==> src/design/eed_pkg.sv <==
`default_nettype none
package eed_pkg;

   // character codes
   localparam logic [15:0] CH_BSLASH = 16'h005C;
   localparam logic [15:0] CH_ZERO   = 16'h0030;
   localparam logic [15:0] CH_SEVEN  = 16'h0037;
   localparam logic [15:0] CH_NINE   = 16'h0039;
   localparam logic [15:0] CH_LO_A   = 16'h0061;
   localparam logic [15:0] CH_LO_B   = 16'h0062;
   localparam logic [15:0] CH_LO_C   = 16'h0063;
   localparam logic [15:0] CH_LO_E   = 16'h0065;
   localparam logic [15:0] CH_LO_F   = 16'h0066;
   localparam logic [15:0] CH_LO_N   = 16'h006E;
   localparam logic [15:0] CH_LO_R   = 16'h0072;
   localparam logic [15:0] CH_LO_T   = 16'h0074;
   localparam logic [15:0] CH_LO_V   = 16'h0076;
   localparam logic [15:0] CH_LO_X   = 16'h0078;
   localparam logic [15:0] CH_UP_A   = 16'h0041;
   localparam logic [15:0] CH_UP_F   = 16'h0046;

   // control codes produced by the letter escapes
   localparam logic [15:0] CC_BEL = 16'd7;
   localparam logic [15:0] CC_BS  = 16'd8;
   localparam logic [15:0] CC_TAB = 16'd9;
   localparam logic [15:0] CC_LF  = 16'd10;
   localparam logic [15:0] CC_VT  = 16'd11;
   localparam logic [15:0] CC_FF  = 16'd12;
   localparam logic [15:0] CC_CR  = 16'd13;
   localparam logic [15:0] CC_ESC = 16'h001B;

   // parser modes
   localparam logic [2:0] MODE_NORMAL = 3'd0;
   localparam logic [2:0] MODE_ESC    = 3'd1;
   localparam logic [2:0] MODE_HEX0   = 3'd2;
   localparam logic [2:0] MODE_HEX1   = 3'd3;
   localparam logic [2:0] MODE_OCT0   = 3'd4;
   localparam logic [2:0] MODE_OCT    = 3'd5;
   localparam logic [2:0] MODE_STOP   = 3'd6;

   localparam int MAX_RES = 3;

   // one result beat
   typedef struct packed {
      logic [15:0] out_char;
      logic        has_char;
      logic        line_end;
   } res_type;

   // results decoded from one input beat
   typedef struct packed {
      logic [1:0]                 count;
      res_type [MAX_RES-1:0]      res;
   } dec_out_type;

endpackage
`default_nettype wire

==> src/design/eed_decode.sv <==
`default_nettype none
module eed_decode (
   input  wire logic                  clock,
   input  wire logic                  reset,
   input  wire logic [15:0]           in_char,
   input  wire logic                  in_last,
   input  wire logic                  advance,
   output eed_pkg::dec_out_type       dec_out
);

   typedef struct packed {
      logic [1:0]       cnt;
      logic [2:0][15:0] ch;
   } char_list_type;

   // append one character, at most three per beat
   function automatic char_list_type put_ch(char_list_type l, logic [15:0] c);
      char_list_type r;
      r = l;
      case (l.cnt)
         2'd0: begin r.ch[0] = c; r.cnt = 2'd1; end
         2'd1: begin r.ch[1] = c; r.cnt = 2'd2; end
         2'd2: begin r.ch[2] = c; r.cnt = 2'd3; end
         default: r = l;
      endcase
      return r;
   endfunction

   logic [2:0] mode_ff, mode_in;
   logic [8:0] nv_ff, nv_in;
   logic [1:0] dc_ff, dc_in;

   char_list_type lst;
   logic          hex_ok;
   logic [3:0]    hex_val;
   logic          oct_ok;
   logic          plain_esc;

   // digit classification
   always_comb begin
      hex_ok  = 1'b1;
      hex_val = in_char[3:0];
      if (in_char >= eed_pkg::CH_ZERO && in_char <= eed_pkg::CH_NINE) begin
         hex_val = in_char[3:0];
      end else if ((in_char >= eed_pkg::CH_LO_A && in_char <= eed_pkg::CH_LO_F) ||
                   (in_char >= eed_pkg::CH_UP_A && in_char <= eed_pkg::CH_UP_F)) begin
         hex_val = in_char[3:0] + 4'd9;
      end else begin
         hex_ok = 1'b0;
      end
      oct_ok    = (in_char >= eed_pkg::CH_ZERO) && (in_char <= eed_pkg::CH_SEVEN);
      plain_esc = (in_char == eed_pkg::CH_BSLASH) && !in_last;
   end

   // per-character decode and next state
   always_comb begin
      lst     = '0;
      mode_in = mode_ff;
      nv_in   = nv_ff;
      dc_in   = dc_ff;
      case (mode_ff)
         eed_pkg::MODE_ESC: begin
            mode_in = eed_pkg::MODE_NORMAL;
            case (in_char)
               eed_pkg::CH_LO_A:   lst = put_ch(lst, eed_pkg::CC_BEL);
               eed_pkg::CH_LO_B:   lst = put_ch(lst, eed_pkg::CC_BS);
               eed_pkg::CH_LO_C:   mode_in = eed_pkg::MODE_STOP;
               eed_pkg::CH_LO_E:   lst = put_ch(lst, eed_pkg::CC_ESC);
               eed_pkg::CH_LO_F:   lst = put_ch(lst, eed_pkg::CC_FF);
               eed_pkg::CH_LO_N:   lst = put_ch(lst, eed_pkg::CC_LF);
               eed_pkg::CH_LO_R:   lst = put_ch(lst, eed_pkg::CC_CR);
               eed_pkg::CH_LO_T:   lst = put_ch(lst, eed_pkg::CC_TAB);
               eed_pkg::CH_LO_V:   lst = put_ch(lst, eed_pkg::CC_VT);
               eed_pkg::CH_LO_X:   mode_in = eed_pkg::MODE_HEX0;
               eed_pkg::CH_BSLASH: lst = put_ch(lst, eed_pkg::CH_BSLASH);
               eed_pkg::CH_ZERO: begin
                  nv_in   = '0;
                  mode_in = eed_pkg::MODE_OCT0;
               end
               default: begin
                  if (oct_ok) begin
                     nv_in   = {6'd0, in_char[2:0]};
                     dc_in   = 2'd2;
                     mode_in = eed_pkg::MODE_OCT;
                  end else begin
                     lst = put_ch(lst, eed_pkg::CH_BSLASH);
                     lst = put_ch(lst, in_char);
                  end
               end
            endcase
         end
         eed_pkg::MODE_HEX0: begin
            if (hex_ok) begin
               nv_in   = {5'd0, hex_val};
               mode_in = eed_pkg::MODE_HEX1;
            end else begin
               mode_in = eed_pkg::MODE_NORMAL;
               lst = put_ch(lst, eed_pkg::CH_BSLASH);
               lst = put_ch(lst, eed_pkg::CH_LO_X);
               if (plain_esc) mode_in = eed_pkg::MODE_ESC;
               else lst = put_ch(lst, in_char);
            end
         end
         eed_pkg::MODE_HEX1: begin
            mode_in = eed_pkg::MODE_NORMAL;
            if (hex_ok) begin
               lst = put_ch(lst, {8'd0, nv_ff[3:0], hex_val});
            end else begin
               lst = put_ch(lst, {12'd0, nv_ff[3:0]});
               if (plain_esc) mode_in = eed_pkg::MODE_ESC;
               else lst = put_ch(lst, in_char);
            end
         end
         eed_pkg::MODE_OCT0: begin
            if (oct_ok) begin
               nv_in   = {6'd0, in_char[2:0]};
               dc_in   = 2'd2;
               mode_in = eed_pkg::MODE_OCT;
            end else begin
               mode_in = eed_pkg::MODE_NORMAL;
               lst = put_ch(lst, '0);
               if (plain_esc) mode_in = eed_pkg::MODE_ESC;
               else lst = put_ch(lst, in_char);
            end
         end
         eed_pkg::MODE_OCT: begin
            if (oct_ok) begin
               nv_in = {nv_ff[5:0], in_char[2:0]};
               if (dc_ff <= 2'd1) begin
                  mode_in = eed_pkg::MODE_NORMAL;
                  lst = put_ch(lst, {7'd0, nv_in});
               end else begin
                  dc_in = dc_ff - 2'd1;
               end
            end else begin
               mode_in = eed_pkg::MODE_NORMAL;
               lst = put_ch(lst, {7'd0, nv_ff});
               if (plain_esc) mode_in = eed_pkg::MODE_ESC;
               else lst = put_ch(lst, in_char);
            end
         end
         eed_pkg::MODE_STOP: begin
            mode_in = eed_pkg::MODE_STOP;
         end
         default: begin
            mode_in = eed_pkg::MODE_NORMAL;
            if (plain_esc) mode_in = eed_pkg::MODE_ESC;
            else lst = put_ch(lst, in_char);
         end
      endcase

      // flush a pending escape at line end, then return to reset state
      if (in_last) begin
         case (mode_in)
            eed_pkg::MODE_HEX0: begin
               lst = put_ch(lst, eed_pkg::CH_BSLASH);
               lst = put_ch(lst, eed_pkg::CH_LO_X);
            end
            eed_pkg::MODE_HEX1, eed_pkg::MODE_OCT: lst = put_ch(lst, {7'd0, nv_in});
            eed_pkg::MODE_OCT0: lst = put_ch(lst, '0);
            default: lst = lst;
         endcase
         mode_in = eed_pkg::MODE_NORMAL;
         nv_in   = '0;
         dc_in   = '0;
      end
   end

   // pack results, marking the line end or a bare marker
   always_comb begin
      dec_out.count = lst.cnt;
      for (int i = 0; i < eed_pkg::MAX_RES; i++) begin
         dec_out.res[i].out_char = lst.ch[i];
         dec_out.res[i].has_char = 1'b1;
         dec_out.res[i].line_end = in_last && (lst.cnt == 2'(i + 1));
      end
      if (in_last && lst.cnt == 2'd0) begin
         dec_out.count  = 2'd1;
         dec_out.res[0] = '{out_char: '0, has_char: 1'b0, line_end: 1'b1};
      end
   end

   // parser state
   always_ff @(posedge clock) begin
      if (reset) begin
         mode_ff <= eed_pkg::MODE_NORMAL;
         nv_ff   <= '0;
         dc_ff   <= '0;
      end else if (advance) begin
         mode_ff <= mode_in;
         nv_ff   <= nv_in;
         dc_ff   <= dc_in;
      end
   end

endmodule
`default_nettype wire

==> src/design/eed_out_buf.sv <==
`default_nettype none
module eed_out_buf (
   input  wire logic                  clock,
   input  wire logic                  reset,
   input  wire logic                  load,
   input  wire eed_pkg::dec_out_type  dec_out,
   output logic                       can_load,
   output logic                       rsp_tvalid,
   input  wire logic                  rsp_tready,
   output logic [15:0]                rsp_tdata,   // out_char
   output logic                       rsp_tuser,   // has_char
   output logic                       rsp_tlast    // line_end
);

   eed_pkg::res_type [eed_pkg::MAX_RES-1:0] slot_ff, slot_in;
   logic [1:0] cnt_ff, cnt_in;
   logic       pop;

   assign rsp_tvalid = (cnt_ff != 2'd0);
   assign pop        = rsp_tvalid && rsp_tready;
   assign can_load   = (cnt_ff == 2'd0) || (cnt_ff == 2'd1 && pop);

   assign rsp_tdata = slot_ff[0].out_char;
   assign rsp_tuser = slot_ff[0].has_char;
   assign rsp_tlast = slot_ff[0].line_end;

   // load a new group or shift the next beat to the head
   always_comb begin
      slot_in = slot_ff;
      cnt_in  = cnt_ff;
      if (load) begin
         slot_in = dec_out.res;
         cnt_in  = dec_out.count;
      end else if (pop) begin
         slot_in[0] = slot_ff[1];
         slot_in[1] = slot_ff[2];
         cnt_in     = cnt_ff - 2'd1;
      end
   end

   always_ff @(posedge clock) begin
      if (reset) cnt_ff <= '0;
      else cnt_ff <= cnt_in;
   end

   always_ff @(posedge clock) begin
      slot_ff <= slot_in;
   end

endmodule
`default_nettype wire

==> src/design/echo_escape_decoder_top.sv <==
`default_nettype none
// Echo-style backslash escape decoder. Each req beat carries one 16-bit
// character (tlast marks the last character of a line); each rsp beat carries
// one decoded character, tuser = 1 when the character is valid (0 only for the
// bare end-of-line marker of a line that produced no output) and tlast on the
// last result of the line. A character is registered on accept, decoded in one
// pass and its zero to three results go to a small output buffer that drains
// one result per beat. With one result per character and rsp_tready high the
// block sustains one character per cycle, held in the input register and then
// the output buffer; a character giving k results holds the buffer until all k
// drain, so input throughput is set by the output drain of one beat per cycle.
module echo_escape_decoder_top (
   input  wire logic        clock,
   input  wire logic        reset,
   input  wire logic        req_tvalid,
   output logic             req_tready,
   input  wire logic [15:0] req_tdata,   // in_char
   input  wire logic        req_tlast,   // line_last
   output logic             rsp_tvalid,
   input  wire logic        rsp_tready,
   output logic [15:0]      rsp_tdata,   // out_char
   output logic             rsp_tuser,   // has_char
   output logic             rsp_tlast    // line_end
);

   logic        in_valid_ff, in_valid_in;
   logic [15:0] in_char_ff;
   logic        in_last_ff;
   logic        can_load;
   logic        consume;
   logic        req_take;
   eed_pkg::dec_out_type dec_out;

   assign consume    = in_valid_ff && can_load;
   assign req_tready = !in_valid_ff || can_load;
   assign req_take   = req_tvalid && req_tready;

   // input register
   always_comb begin
      in_valid_in = in_valid_ff;
      if (req_take) in_valid_in = 1'b1;
      else if (consume) in_valid_in = 1'b0;
   end

   always_ff @(posedge clock) begin
      if (reset) in_valid_ff <= 1'b0;
      else in_valid_ff <= in_valid_in;
   end

   always_ff @(posedge clock) begin
      if (req_take) begin
         in_char_ff <= req_tdata;
         in_last_ff <= req_tlast;
      end
   end

   eed_decode u_decode (
      .clock   (clock),
      .reset   (reset),
      .in_char (in_char_ff),
      .in_last (in_last_ff),
      .advance (consume),
      .dec_out (dec_out)
   );

   eed_out_buf u_out_buf (
      .clock      (clock),
      .reset      (reset),
      .load       (consume),
      .dec_out    (dec_out),
      .can_load   (can_load),
      .rsp_tvalid (rsp_tvalid),
      .rsp_tready (rsp_tready),
      .rsp_tdata  (rsp_tdata),
      .rsp_tuser  (rsp_tuser),
      .rsp_tlast  (rsp_tlast)
   );

endmodule
`default_nettype wire

==> config.mk <==
export PLATFORM = sky130hd
export DESIGN_NAME = echo_escape_decoder_top
export DESIGN_NICKNAME = d
export VERILOG_FILES = /design/src/design/eed_pkg.sv /design/src/design/eed_decode.sv /design/src/design/eed_out_buf.sv /design/src/design/echo_escape_decoder_top.sv
export SDC_FILE = /design/constraint.sdc
export NUM_CORES = 1
export LEC_CHECK = 0
export BUFFER_PORTS_ARGS = -buffer_cell sky130_fd_sc_hd__buf_2
export CAP_MARGIN = 10
export CELL_PAD_IN_SITES_DETAIL_PLACEMENT = 1
export CELL_PAD_IN_SITES_GLOBAL_PLACEMENT = 1
export CORE_MARGIN = 2
export CORE_UTILIZATION = 49
export CTS_BUF_LIST = sky130_fd_sc_hd__clkbuf_8
export DETAILED_ROUTE_END_ITERATION = 8
export GPL_ROUTABILITY_DRIVEN = 0
export PLACE_DENSITY_LB_ADDON = 0.1
export SLEW_MARGIN = 15
export SYNTH_ARGS = -nofsm -noshare
export SYNTH_HDL_FRONTEND = slang
export SYNTH_SLANG_ARGS = --single-unit
==> constraint.sdc <==
create_clock -name clock -period 4.2 [get_ports clock]
set_input_delay 1.26 -clock clock [delete_from_list [all_inputs] [get_ports clock]]
set_output_delay 1.26 -clock clock [all_outputs]
set_load 0.03 [all_outputs]
Word-level counts from Yosys, hierarchy flattened

Cells that the tools add are included.

Shift-type cells: 0
Reduce and logical (&&, ||, !) cells: 38
Mux-type cells: 99
Equal/unequal tests: 45
Div/mod/pow operators: 0
Magnitude comparators: 8
Bitwise logic cells: 0
$add $sub $neg: 3
Multiply operators: 0

Operators with widths:

| operator                                                                              | count |
|---|---|
| 50-bit two-way mux                                                                    | 10 |
| 50-bit case mux with 10 select lines                                                  | 1 |
| 16-bit two-way mux                                                                    | 27 |
| 50-bit case mux with 6 select lines                                                   | 1 |
| 16-bit by 7-bit == test with 1-bit output (second input constant)                     | 11 |
| 50-bit case mux with 3 select lines                                                   | 1 |
| 49-bit two-way mux                                                                    | 2 |
| 36-bit two-way mux                                                                    | 2 |
| 2-bit case mux with 3 select lines                                                    | 9 |
| 2-bit two-way mux                                                                     | 20 |
| 9-bit two-way mux                                                                     | 4 |
| 9-bit case mux with 4 select lines                                                    | 1 |
| 16-bit by 7-bit greater-or-equal comparator with 1-bit output (second input constant) | 2 |
| 16-bit by 6-bit <= comparator with 1-bit output (second input constant)               | 2 |
| 16-bit by 7-bit <= comparator with 1-bit output (second input constant)               | 2 |
| 2-bit by 1-bit == test with 1-bit output (second input constant)                      | 10 |
| 2-bit == test (second input constant)                                                 | 10 |
| 2-bit zero test                                                                       | 10 |
| 18-bit two-way mux                                                                    | 1 |
| 3-bit two-way mux                                                                     | 6 |
| 3-bit case mux with 6 select lines                                                    | 1 |
| 9-bit case mux with 2 select lines                                                    | 1 |
| 16-bit by 6-bit == test with 1-bit output (second input constant)                     | 1 |
| 16-bit by 6-bit greater-or-equal comparator with 1-bit output (second input constant) | 1 |
| other kinds (24)                                                                      | 57 |

Output and inout port bits: 20
Memories kept: 0
Bits in latches: 0
ROM bits: 0
Memory bits (writable): 0
Word-level logic and storage cells: 207
Register bits after elaboration: 86
Input bits: 21

Depth between registers and ports, before layout

Gate-level depths: netlist (run 1).

Word-level depth: 28
Depth in mapped cells: 15
Mapped depth without buffers: 10

Modules after synthesis

A second synthesis (run 1) with hierarchy kept.

Cell total of the unflattened synthesis: 549
Area, all modules: 5581.6 µm²

By module, submodules not included:

| module                  | area each (µm²) | seq. area each (µm²) | cells an instance | times used |
|---|---|---|---|---|
| eed_decode              | 2642.5          | 280.3                | 397               | 1 |
| eed_out_buf             | 2366.0          | 1661.6               | 129               | 1 |
| echo_escape_decoder_top | 573.0           | 530.5                | 23                | 1 |

Least setup slack after synthesis (run 1)

No wires, ideal clock.

Kind: register to register
From: register in_char_ff[0]
To: register u_out_buf.slot_ff (netlist bit u_out_buf.rsp_tdata[1]) (data pin)
Path slack: 0.589 ns
Period minus slack after synthesis: 3.611 ns
Cell stages (with the launch flop): 15
Arrival time: 3.475 ns
Path buffers: 4
Cell sequence: edfxtp_1 clkbuf_1 inv_1 ha_1 buf_2 nor3b_1 o31a_1 o21ai_4 o22ai_2 or4_1 buf_2 or4b_1 buf_2 or3_1 nand3_1

RTL lines:

| item                     | RTL line                      | source |
|---|---|---|
| start: declaration       | echo_escape_decoder_top.sv:27 | `logic [15:0] in_char_ff;` |
| start signal: assignment | echo_escape_decoder_top.sv:52 | `in_char_ff <= req_tdata;` |
| end signal: assignment   | eed_out_buf.sv:47             | `slot_ff <= slot_in;` |
| end: declaration         | eed_out_buf.sv:15             | `eed_pkg::res_type [eed_pkg::MAX_RES-1:0] slot_ff, slot_in;` |

==> results of run 1 <==
-- cell type report --
cell class              instances  area [um2]
clock buffers                   9       123.9
multi-input cells             402        2581
well taps                     140       175.2
clock inverters                 7       101.3
fillers                      1234        4933
repair buffers                 60       350.3
inverters                      18       67.56
flip-flops and latches         86        2412
-- logic make-up (layout without fill, tap and decap cells) --
| group | count (synthesis) | in the layout | share of synthesized area, % |
|---|---|---|---|
| AOI/OAI and AO/OA | 178 | 178 | 24.04 |
| xor gates and xnor gates | 4 | 4 | 0.6543 |
| adders and majority gates | 7 | 7 | 1.635 |
| buffers and inverters | 74 | 94 | 6.846 |
| DFF | 86 | 86 | 45.05 |
| muxes | 5 | 5 | 0.9813 |
| and+or+nand+nor | 208 | 208 | 20.79 |
-- repair_timing --
item / 4_1_cts / 5_1_grt
gates resized for setup: 0 / 1
hold endpoints to repair: 0 / 0
hold buffers: 0 / 0
setup endpoints to repair: 0 / 7
-- worst paths after layout --
path / startpoint / to / slack [ns] / cells past startpoint
worst min register to register: u_decode.dc_ff[0]$_SDFFE_PP0P_ / u_decode.dc_ff[0]$_SDFFE_PP0P_ / 0.50 / 2
worst max register to register: in_char_ff[0]$_DFFE_PP_ / u_out_buf.slot_ff[28]$_DFFE_PP_ / 0.16 / 10
worst max-delay path: in_char_ff[0]$_DFFE_PP_ / u_out_buf.slot_ff[28]$_DFFE_PP_ / 0.16 / 10
worst min-delay path: u_decode.dc_ff[0]$_SDFFE_PP0P_ / u_decode.dc_ff[0]$_SDFFE_PP0P_ / 0.50 / 2
-- placed cells by master, fill, tap and decap left out, types with 4 or more instances in the layout --
master / n
nand2b_1: 6
inv_1: 17
a221o_1: 7
o31ai_1: 11
ha_1: 6
nor2_1: 51
buf_4: 20
o22ai_1: 4
edfxtp_1: 69
a21oi_1: 37
nand2_1: 46
nand3b_1: 7
o21a_1: 6
a22oi_1: 12
nor4_1: 5
o21ai_0: 23
nor3b_1: 4
dfxtp_1: 17
a22o_1: 15
clkbuf_8: 9
a31oi_1: 8
nand3_1: 11
buf_2: 40
or3_1: 4
nor3_1: 24
a211oi_1: 6
and2_1: 7
o211ai_1: 6
and3_1: 14
-- state kept, by name, indices dropped and copies added (netlist names) --
signal	cells
in_char_ff	16
in_last_ff	1
in_valid_ff	1
u_decode.dc_ff	2
u_decode.mode_ff	3
u_decode.nv_ff	9
u_out_buf.cnt_ff	2
u_out_buf.rsp_tdata	16
u_out_buf.rsp_tlast	1
u_out_buf.rsp_tuser	1
u_out_buf.slot_ff	34
-- critical path: cells and delay by family, from the launching register on --
kind,cells,cell delay [ns]
DFF,1,0.59
xor gates and xnor gates,1,0.32
and+or+nand+nor,3,0.99
AOI/OAI and AO/OA,4,1.51
buffers and inverters,1,0.17
adders and majority gates,1,0.30
-- power groups by stage --
stage	Sequential (W)	Combinational (W)	Clock (W)
6_report	0.00112	0.000436	0.000687
5_1_grt	0.00113	0.000472	0.000726
4_1_cts	0.00112	0.000435	0.000700
3_5_place_dp	0.00114	0.000433	0
3_3_place_gp	0.00113	0.000417	0
2_1_floorplan	0.00111	0.000354	0
-- layer usage --
metal / part of all wire, % / vias up
met3: 8.3 / 66
met4: 4.3 / 0
met2: 46 / 258
met5: 0 / -
met1: 41 / 2399
li1: - / 2166
-- stage by stage --
step / util (%) / power, W / instances
2_1_floorplan: - / 0.001462 / 562
3_3_place_gp: 51.97 / 0.001545 / 706
3_5_place_dp: 51.97 / 0.001569 / 706
4_1_cts: 54.06 / 0.002251 / 722
5_1_grt: 54.09 / 0.002326 / 722
6_report: 54.09 / 0.002239 / 722
==> results by group, run 1 <==
Place
  – DP Wirelength: 12,970 um
  – Place WS: 0.2662 ns
  – IO buf count: 40
  – Placed instance area: 5584 um2

Timing
  – Fin crit share: 96.21%
  – WHS: 0.5015 ns
  – Post-layout min period: 4.041 ns
  – Setup violators final: 0
  – Final setup margin: 0.1594 ns
  – F_max: 247.5 MHz
  – Unrepaired setup endpoints after global routing: no
  – Max-Slew Margin vs Limit: 41.86%
  – Hold Vio Cnt, Final: 0
  – Final Max Tran Viols: 0
  – Clock Skews: 0.01010 ns
  – Setup TNS: 0 ns
  – Worst Max-Slew Pin Slew: 0.8721 ns

Floorplan
  – Core region area: 10,750 um2
  – Cell row count: 38
  – Die X: 108.5 um
  – Initial core utilization: 49.84%
  – Die Span Y: 108.5 um
  – Die area: 11,780 um2
  – Ports: 41

CTS
  – Clock Sink Count: 86
  – CTS tree: built
  – Clk_lat worst skew: 0.38 ns
  – Maximum buffer depth of the clock tree: 2
  – Total CTS buffers: 9
  – Clock Pin Slew Worst Setup and Hold Paths: 0.10 ns
  – Htree depth: 3
  – Root buffer cell: clkbuf_8
  – Setup Buffers After CTS: 0

Finish
  – Design area: 5812 um2
  – Area Overhead vs Synth: 8.528%
  – Layout Nets: 605
  – Share of cells above drive strength 1: 17.35%
  – ANT cells: 0

GRT
  – GRT Total Usage: 31.37%
  – Vias in the first global route: 4,846
  – Gr busiest metal: met2
  – GR Util met3: 6.811%
  – Largest net degree at the start of global routing: 58
  – First-pass GRT wire length: 27,420 um
  – GR met1 Demand/Resource: 40.55%
  – Met2 usage: 50.31%
  – Number of antenna violations at the first check in global routing: 0
  – Grt ovf: 0

Synth
  – Ys Warns: 0
  – Syn_area_per_cell: 9.529 um2
  – Synth area leader: edfxtp_1
  – Seq/Total Area, Yosys: 45.05%
  – Area share of the largest cell type after synthesis: 38.69%
  – Main synth FF type: edfxtp_1
  – Mapped Area: 5355 um2
  – Post-synth top cells: edfxtp_1 (69), nor2_1 (51), nand2_1 (46)
  – Net Count, Synth: 590
  – Most numerous cell in the Yosys netlist: edfxtp_1
  – Most area-consuming cells after synthesis: edfxtp_1 (39%), dfxtp_1 (6.4%), nor2_1 (3.6%)
  – Post-synth cell types: 82
  – Flop and latch count out of synthesis: 86
  – Asr flop ratio synth: 0%
  – Synthesized instance count: 562
  – Number of enable flip-flop cells after synthesis: 69

Flow run
  – Max-Cap Viols: 0

Critical path
  – Setup CP Type: flip-flop to flip-flop
  – CP max-delay cell: edfxtp_1
  – CP Cell Sequence: inv_1, ha_2, o21ba_2, o21ai_0, o21ai_4, a31oi_1, xnor2_1, nand4_1, or3b_2, nand3_1
  – Critical Path RT: 4.44 ns
  – Maximum fanout along the worst path: 11
  – CP Capture Type: flip-flop
  – Arrival time at the worst endpoint: 4.28 ns
  – Setup crit start kind: flip-flop
  – Critical Path Max Stage Delay: 0.59 ns

Power and ir drop
  – Net Sw Power: 0.0007010 W
  – Seq pwr share: 49.9%
  – Pwr/cell area: 385.2 nW/um2
  – Clk pwr share: 30.7%
  – Gate power share: 19.5%
  – Switch share: 31.31%
  – Power Internal: 0.001538 W
  – Maximum vdd ir drop: 0.2421 mV
  – Lkg Pwr: 2.044 nW

Routing
  – Avg WL per Cell: 24.77 um
  – Remaining antenna violation count: 0
  – Routed WL: 17,880 um
  – Starting DRC count in detailed routing: 635
  – Via-to-Cell Ratio: 6.771
  – DRT Pass-1 Iters: 6
  – Routed via count: 4,889
  – DRC Markers: 0

Run status
  – Outcome: completed

Hold path
  – Min-delay worst type: flip-flop to flip-flop
No activity file was read; power rests on OpenSTA's default activity.
==> run 2: changes to the inputs <==
--- a/config.mk
+++ b/config.mk
@@ -14,7 +14,7 @@
 export CTS_BUF_LIST = sky130_fd_sc_hd__clkbuf_8
 export DETAILED_ROUTE_END_ITERATION = 8
 export GPL_ROUTABILITY_DRIVEN = 0
-export PLACE_DENSITY_LB_ADDON = 0.1
+export PLACE_DENSITY = 0.81
 export SLEW_MARGIN = 15
 export SYNTH_ARGS = -nofsm -noshare
 export SYNTH_HDL_FRONTEND = slang
==> run 2 against run 1 <==
Clock-buffer cell count did not move. Total power fell by 0.79%. Clock power fell by 3.1%. Setup slack improved by 0.072 ns. Core utilization fell by 0.17 points. Routed wire length fell by 2.1%. Critical endpoint is now u_out_buf.rsp_tdata[1]$_DFFE_PP_. Largest cell class unchanged.
==> results by group, run 2 (same netlist as run 1, synthesis figures left out) <==
CTS
  – Htree depth: 3 (unchanged)
  – Total CTS buffers: 9 (unchanged)
  – Setup Buffers After CTS: 0 (unchanged)
  – Clock Sink Count: 86 (unchanged)
  – Clock Pin Slew Worst Setup and Hold Paths: 0.09 ns (about the same)
  – CTS tree: built
  – Clk_lat worst skew: 0.37 ns (about the same)
  – Root buffer cell: clkbuf_8
  – Maximum buffer depth of the clock tree: 2 (unchanged)

Routing
  – Wl on met1: 6875 um (-6.2%)
  – Uppermost layer routed: met4
  – Met3 Wirelength: 1646 um (+11%)
  – DRC Markers: 0 (unchanged)
  – Avg WL per Cell: 24.31 um (-1.8%)
  – DRT Pass-1 Iters: 5 (-1)
  – Via-to-Cell Ratio: 6.722 (-0.73%)
  – Routed WL: 17,510 um (-2.1%)
  – Starting DRC count in detailed routing: 551 (-13%)
  – WL met2: 8277 um (-0.34%)
  – Routed via count: 4,840 (-1.0%)
  – Remaining antenna violation count: 0 (unchanged)

Floorplan
  – Cell row count: 38 (unchanged)
  – Die X: 108.5 um (unchanged)
  – Initial core utilization: 49.84% (unchanged)
  – Ports: 41 (unchanged)
  – Core region area: 10,750 um2 (unchanged)
  – Die Span Y: 108.5 um (unchanged)
  – Die area: 11,780 um2 (unchanged)

GRT
  – Largest net degree at the start of global routing: 43 (-26%)
  – GRT Total Usage: 31.16% (-0.21 points)
  – First-pass GRT wire length: 27,300 um (-0.45%)
  – Grt ovf: 0 (unchanged)
  – Number of antenna violations at the first check in global routing: 1 (+1)
  – Vias in the first global route: 4,835 (-0.23%)

Timing
  – Worst Max-Slew Pin Slew: 0.8802 ns (+0.008134 ns)
  – Setup TNS: 0 ns (unchanged)
  – Fin crit share: 94.50% (-1.7 points)
  – Final Max Tran Viols: 0 (unchanged)
  – Setup violators final: 0 (unchanged)
  – F_max: 252.0 MHz (+1.8%)
  – Unrepaired setup endpoints after global routing: no
  – Clock Skews: 0.01269 ns (+0.002591 ns)
  – Hold Vio Cnt, Final: 0 (unchanged)
  – Max-Slew Margin vs Limit: 41.32% (-0.54 points)
  – Post-layout min period: 3.969 ns (-0.07178 ns)

Place
  – DP Cell Count: 704 (-0.28%)
  – IO buf count: 40 (unchanged)
  – DP Wirelength: 12,560 um (-3.1%)

Flow run
  – Max-Cap Viols: 0 (unchanged)

Critical path
  – CP endpoint: u_out_buf.rsp_tdata[1]$_DFFE_PP_
  – Worst r2r src: in_char_ff[0]$_DFFE_PP_
  – Critical Path Start: in_char_ff[0]$_DFFE_PP_
  – Most frequent CP cell: or3_1
  – CP Cell Sequence: inv_1, ha_2, nand4b_4, or3_1, nand2_1, o22ai_2, or4_1, or4b_1, or3_1, nand3_1
  – Critical Path Max Stage Delay: 0.69 ns (+0.10 ns)
  – Worst R2R Setup Slack: 0.23 ns (+0.07 ns)
  – Setup crit start kind: flip-flop
  – Maximum fanout along the worst path: 11 (unchanged)
  – Setup CP Type: flip-flop to flip-flop
  – CP Capture Type: flip-flop
  – Arrival time at the worst endpoint: 4.21 ns (-0.07 ns)
  – R2r endpoint: u_out_buf.rsp_tdata[1]$_DFFE_PP_
  – Critical Path RT: 4.44 ns (about the same)
  – CP max-delay cell: or4b_1
  – Reg2Reg Depth: 10 (unchanged)

Power and ir drop
  – Maximum vdd ir drop: 0.2604 mV (+7.6%)
  – Pwr/cell area: 383.4 nW/um2 (-0.47%)
  – Lkg Pwr: 2.035 nW (-0.45%)

Finish
  – Share of cells above drive strength 1: 17.07% (-0.28 points)
  – Layout Nets: 603 (-0.33%)
  – Largest register FFs: 34 (unchanged)
  – Area Overhead vs Synth: 8.178%
  – Top reg by flops: u_out_buf.slot_ff
  – Commonest non-fill, non-tap cell in the layout: edfxtp_1
  – ANT cells: 0 (unchanged)
  – Post-Layout Cell Count: 720 (-0.28%)
  – Most frequent cells in the layout: edfxtp_1 (69), nor2_1 (51), nand2_1 (46)

Hold path
  – Min-delay worst type: flip-flop to flip-flop

Run status
  – Outcome: completed
==> run 2: what timing repair did <==
item / in CTS / in global routing
resized for setup: 0 / 1
endpoints found under the setup margin: 0 / 6
hold buffers: 0 / 0
==> run 2: cell type report <==
class,instances,area [um2]
Fill cell,1229,4952
Multi-Input combinational cell,402,2581
Sequential cell,86,2412
Timing Repair Buffer,58,335.3
Tap cell,140,175.2
Clock buffer,9,123.9
Clock inverter,7,97.59
Inverter,18,67.56
==> run 2: where the power goes <==
part | switching (W) | internal, W | total (W)
Sequential | 0.0000638 | 0.00106 | 0.00112
Clock | 0.000326 | 0.000339 | 0.000666
Combinational | 0.000298 | 0.000134 | 0.000431
Total | 0.000688 | 0.00153 | 0.00222
==> run 2: stage by stage <==
stage	area [um2]	total power [W]	utilization, %	worst slack [ns]	hold WS [ns]
6_report	5793	0.002221	53.91	0.2311	0.5167
5_1_grt	5793	0.002304	53.91	0.05279	0.5275
3_3_place_gp	5569	0.001546	51.83	0.4201	0.4787
3_5_place_dp	5569	0.001570	51.83	0.2041	0.5031
2_1_floorplan	5355	0.001462	-	0.5892	0.4622
4_1_cts	5791	0.002223	53.89	0.1784	0.5168
==> run 2: metal layers <==
| layer | vias up | GRT usage, % |
|---|---|---|
| met5 | - | 0 |
| met4 | 0 | 14.01 |
| met3 | 66 | 8.861 |
| met2 | 259 | 49.78 |
| met1 | 2354 | 39.20 |
| li1 | 2161 | - |
==> run 2: worst min-delay path by stage <==
stage	startpoint	end	slack (ns)	depth (start not counted)
floorplan	u_decode.dc_ff[0]$_SDFFE_PP0P_	u_decode.dc_ff[0]$_SDFFE_PP0P_	0.46	2
global placement	u_decode.dc_ff[0]$_SDFFE_PP0P_	u_decode.dc_ff[0]$_SDFFE_PP0P_	0.48	2
detailed placement	u_decode.dc_ff[0]$_SDFFE_PP0P_	u_decode.dc_ff[0]$_SDFFE_PP0P_	0.50	2
CTS	u_decode.dc_ff[0]$_SDFFE_PP0P_	u_decode.dc_ff[0]$_SDFFE_PP0P_	0.52	2
global route	u_decode.dc_ff[0]$_SDFFE_PP0P_	u_decode.dc_ff[0]$_SDFFE_PP0P_	0.53	2
finish	u_decode.dc_ff[0]$_SDFFE_PP0P_	u_decode.dc_ff[0]$_SDFFE_PP0P_	0.52	2
==> run 2: worst max-delay path: cells and delay by family (launching register included) <==
kind | cells | cell delay, ns
AO/OA/AOI/OAI | 1 | 0.12
adder cells (fa/ha/maj) | 1 | 0.35
flip-flops | 1 | 0.56
AND/OR/NAND/NOR | 7 | 2.60
buffers and inverters | 1 | 0.21
==> run 3: changes to the inputs <==
--- a/config.mk
+++ b/config.mk
@@ -10,11 +10,11 @@
 export CELL_PAD_IN_SITES_DETAIL_PLACEMENT = 1
 export CELL_PAD_IN_SITES_GLOBAL_PLACEMENT = 1
 export CORE_MARGIN = 2
-export CORE_UTILIZATION = 49
+export CORE_UTILIZATION = 53
 export CTS_BUF_LIST = sky130_fd_sc_hd__clkbuf_8
 export DETAILED_ROUTE_END_ITERATION = 8
 export GPL_ROUTABILITY_DRIVEN = 0
-export PLACE_DENSITY = 0.81
+export PLACE_DENSITY = 0.87
 export SLEW_MARGIN = 15
 export SYNTH_ARGS = -nofsm -noshare
 export SYNTH_HDL_FRONTEND = slang
==> constraint.sdc (replaced) <==
create_clock -name clock -period 4.8 [get_ports clock]
set_input_delay 1.44 -clock clock [delete_from_list [all_inputs] [get_ports clock]]
set_output_delay 1.44 -clock clock [all_outputs]
set_load 0.005 [all_outputs]
==> run 3 against run 2 <==
Clock-buffer cell count did not move. Final cell count fell by 2.2%. Largest cell class unchanged. Final area fell by 1.9%. Register-to-register slack improved by 0.28 ns. Sequential power fell by 12%. Die area fell by 7.3%. Total power fell by 18%. Sequential cell count did not move.
==> results by group, run 3 (same netlist as run 1, synthesis figures left out) <==
Run status
  – Outcome: completed

Power and ir drop
  – Total chip power: 0.001812 W (-18%)
  – Pwr/cell area: 318.9 nW/um2 (-17%)
  – Maximum vdd ir drop: 0.2688 mV (+3.2%)
  – Lkg Pwr: 1.984 nW (-2.5%)

Critical path
  – CP delay by family, top: simple AND/OR/NAND/NOR gates
  – Setup crit start kind: flip-flop
  – Buffers plus inverters on the worst setup path: 1 (unchanged)
  – Setup CP Type: flip-flop to flip-flop
  – Critical Path Max Stage Delay: 0.69 ns (about the same)
  – CP Capture Type: flip-flop
  – Critical Path RT: 5.05 ns (+0.61 ns)
  – Worst r2r src: in_char_ff[0]$_DFFE_PP_
  – Critical Path Start: in_char_ff[0]$_DFFE_PP_
  – Maximum fanout along the worst path: 11 (unchanged)
  – Arrival time at the worst endpoint: 4.54 ns (+0.33 ns)
  – CP Cell Sequence: inv_1, ha_1, nor3b_1, o31ai_1, a21oi_1, a211oi_1, or4_1, or4b_1, or3_1, nand3_1
  – CP max-delay cell: or4b_1

Place
  – Place WS: 0.7480 ns (+0.5439 ns)
  – DP Wirelength: 12,510 um (-0.38%)
  – IO buf count: 40 (unchanged)

Timing
  – Setup violators final: 0 (unchanged)
  – Clock Skews: 0.01849 ns (+0.005797 ns)
  – Unrepaired setup endpoints after global routing: no
  – Fin crit share: 89.38% (-5.1 points)
  – Hold Vio Cnt, Final: 0 (unchanged)
  – Final Max Tran Viols: 0 (unchanged)
  – Setup TNS: 0 ns (unchanged)
  – Max-Slew Margin vs Limit: 40.72% (-0.60 points)
  – Post-layout min period: 4.290 ns (+0.3216 ns)
  – F_max: 233.1 MHz (-7.5%)
  – Worst Max-Slew Pin Slew: 0.8892 ns (+0.008966 ns)
  – Final setup margin: 0.5095 ns (+0.2784 ns)

Finish
  – Area Overhead vs Synth: 6.098%
  – Top reg by flops: u_out_buf.slot_ff
  – ANT cells: 0 (unchanged)
  – Commonest non-fill, non-tap cell in the layout: edfxtp_1
  – Most frequent cells in the layout: edfxtp_1 (69), nor2_1 (51), nand2_1 (46)
  – Largest register FFs: 34 (unchanged)
  – Final core occ: 58.13% (+4.2 points)
  – Share of cells above drive strength 1: 15.41% (-1.7 points)
  – Layout Nets: 594 (-1.5%)

Floorplan
  – Ports: 41 (unchanged)
  – Die X: 104.5 um (-3.7%)
  – Die area: 10,920 um2 (-7.3%)
  – Core region area: 9774 um2 (-9.0%)
  – Initial core utilization: 54.79% (+5.0 points)
  – Cell row count: 36 (-5.3%)
  – Die Span Y: 104.5 um (-3.7%)

GRT
  – GRT Total Usage: 33.21% (+2.0 points)
  – Grt ovf: 0 (unchanged)
  – Number of antenna violations at the first check in global routing: 0 (-1)
  – Largest net degree at the start of global routing: 58 (+35%)
  – First-pass GRT wire length: 27,720 um (+1.6%)
  – Vias in the first global route: 4,874 (+0.81%)

Routing
  – Starting DRC count in detailed routing: 646 (+17%)
  – DRT Pass-1 Iters: 5 (unchanged)
  – Routed WL: 17,830 um (+1.9%)
  – DRC Markers: 0 (unchanged)
  – Wl on met1: 7054 um (+2.6%)
  – Routed via count: 5,014 (+3.6%)
  – WL met2: 8174 um (-1.2%)
  – Via-to-Cell Ratio: 7.122 (+5.9%)
  – Uppermost layer routed: met4
  – Met3 Wirelength: 1700 um (+3.3%)
  – Remaining antenna violation count: 0 (unchanged)
  – Avg WL per Cell: 25.33 um (+4.2%)

CTS
  – Maximum buffer depth of the clock tree: 2 (unchanged)
  – CTS tree: built
  – Htree depth: 3 (unchanged)
  – Clock Sink Count: 86 (unchanged)
  – Setup Buffers After CTS: 0 (unchanged)
  – Hold buffer count at CTS: 0 (unchanged)
  – Clk_lat worst skew: 0.39 ns (+0.02 ns)
  – Root buffer cell: clkbuf_8
  – Total CTS buffers: 9 (unchanged)
  – Clock Pin Slew Worst Setup and Hold Paths: 0.10 ns (about the same)
  – Cts repair resizes: 0 (unchanged)

Flow run
  – Max-Cap Viols: 0 (unchanged)

Hold path
  – Min-delay worst type: flip-flop to flip-flop
  – Min-delay src: u_decode.dc_ff[0]$_SDFFE_PP0P_
run 3: cell count changes in the layout (fill, tap and decap cells not counted), sizes merged:
| cell | delta |
|---|---|
| buf | -9 |
| bufinv | -1 |
| clkinv | +1 |
run 3: layout make-up:
cell class | count | area, um2
Inverter | 18 | 67.56
Clock inverter | 7 | 65.06
Timing Repair Buffer | 49 | 267.8
Fill cell | 1123 | 4093
Tap cell | 133 | 166.4
Multi-Input combinational cell | 402 | 2579
Clock buffer | 9 | 123.9
Sequential cell | 86 | 2412
run 3: worst reg2reg max path: stages, from the launching register on:
cell	delay (ns)
edfxtp_1	0.56
inv_1	0.18
ha_1	0.46
nor3b_1	0.43
o31ai_1	0.20
a21oi_1	0.41
a211oi_1	0.16
or4_1	0.61
or4b_1	0.69
or3_1	0.35
nand3_1	0.09
run 3: per-layer routing:
layer	GRT usage, %	vias to the layer above
met3	7.206	91
met4	17.47	0
met2	51.68	352
li1	-	2145
met5	0	-
met1	43.38	2426
run 3: path summary, 6_finish.rpt:
path | cells past startpoint | endpoint | slack (ns)
worst min register to register | 2 | u_decode.dc_ff[0]$_SDFFE_PP0P_ | 0.50
worst max-delay path | 10 | u_out_buf.rsp_tdata[1]$_DFFE_PP_ | 0.51
worst min-delay path | 2 | u_decode.dc_ff[0]$_SDFFE_PP0P_ | 0.50
worst max register to register | 10 | u_out_buf.rsp_tdata[1]$_DFFE_PP_ | 0.51
run 3: stage by stage:
step / hold WS (ns) / area [um2] / cells
after floorplan: 0.4622 / 5355 / 562
after global placement: 0.4771 / 5493 / 688
after detailed placement: 0.4900 / 5493 / 688
after CTS: 0.5046 / 5682 / 704
after global routing: 0.5410 / 5682 / 704
final: 0.5033 / 5682 / 704
run 3: where the power goes:
| part | total, W | internal (W) | switching, W | leakage [nW] |
|---|---|---|---|---|
| clock network | 0.000523 | 0.000238 | 0.000285 | 0.106 |
| registers | 0.000986 | 0.000928 | 0.0000585 | 0.803 |
| logic | 0.000303 | 0.000112 | 0.000191 | 1.07 |
| total | 0.00181 | 0.00128 | 0.000534 | 1.98 |
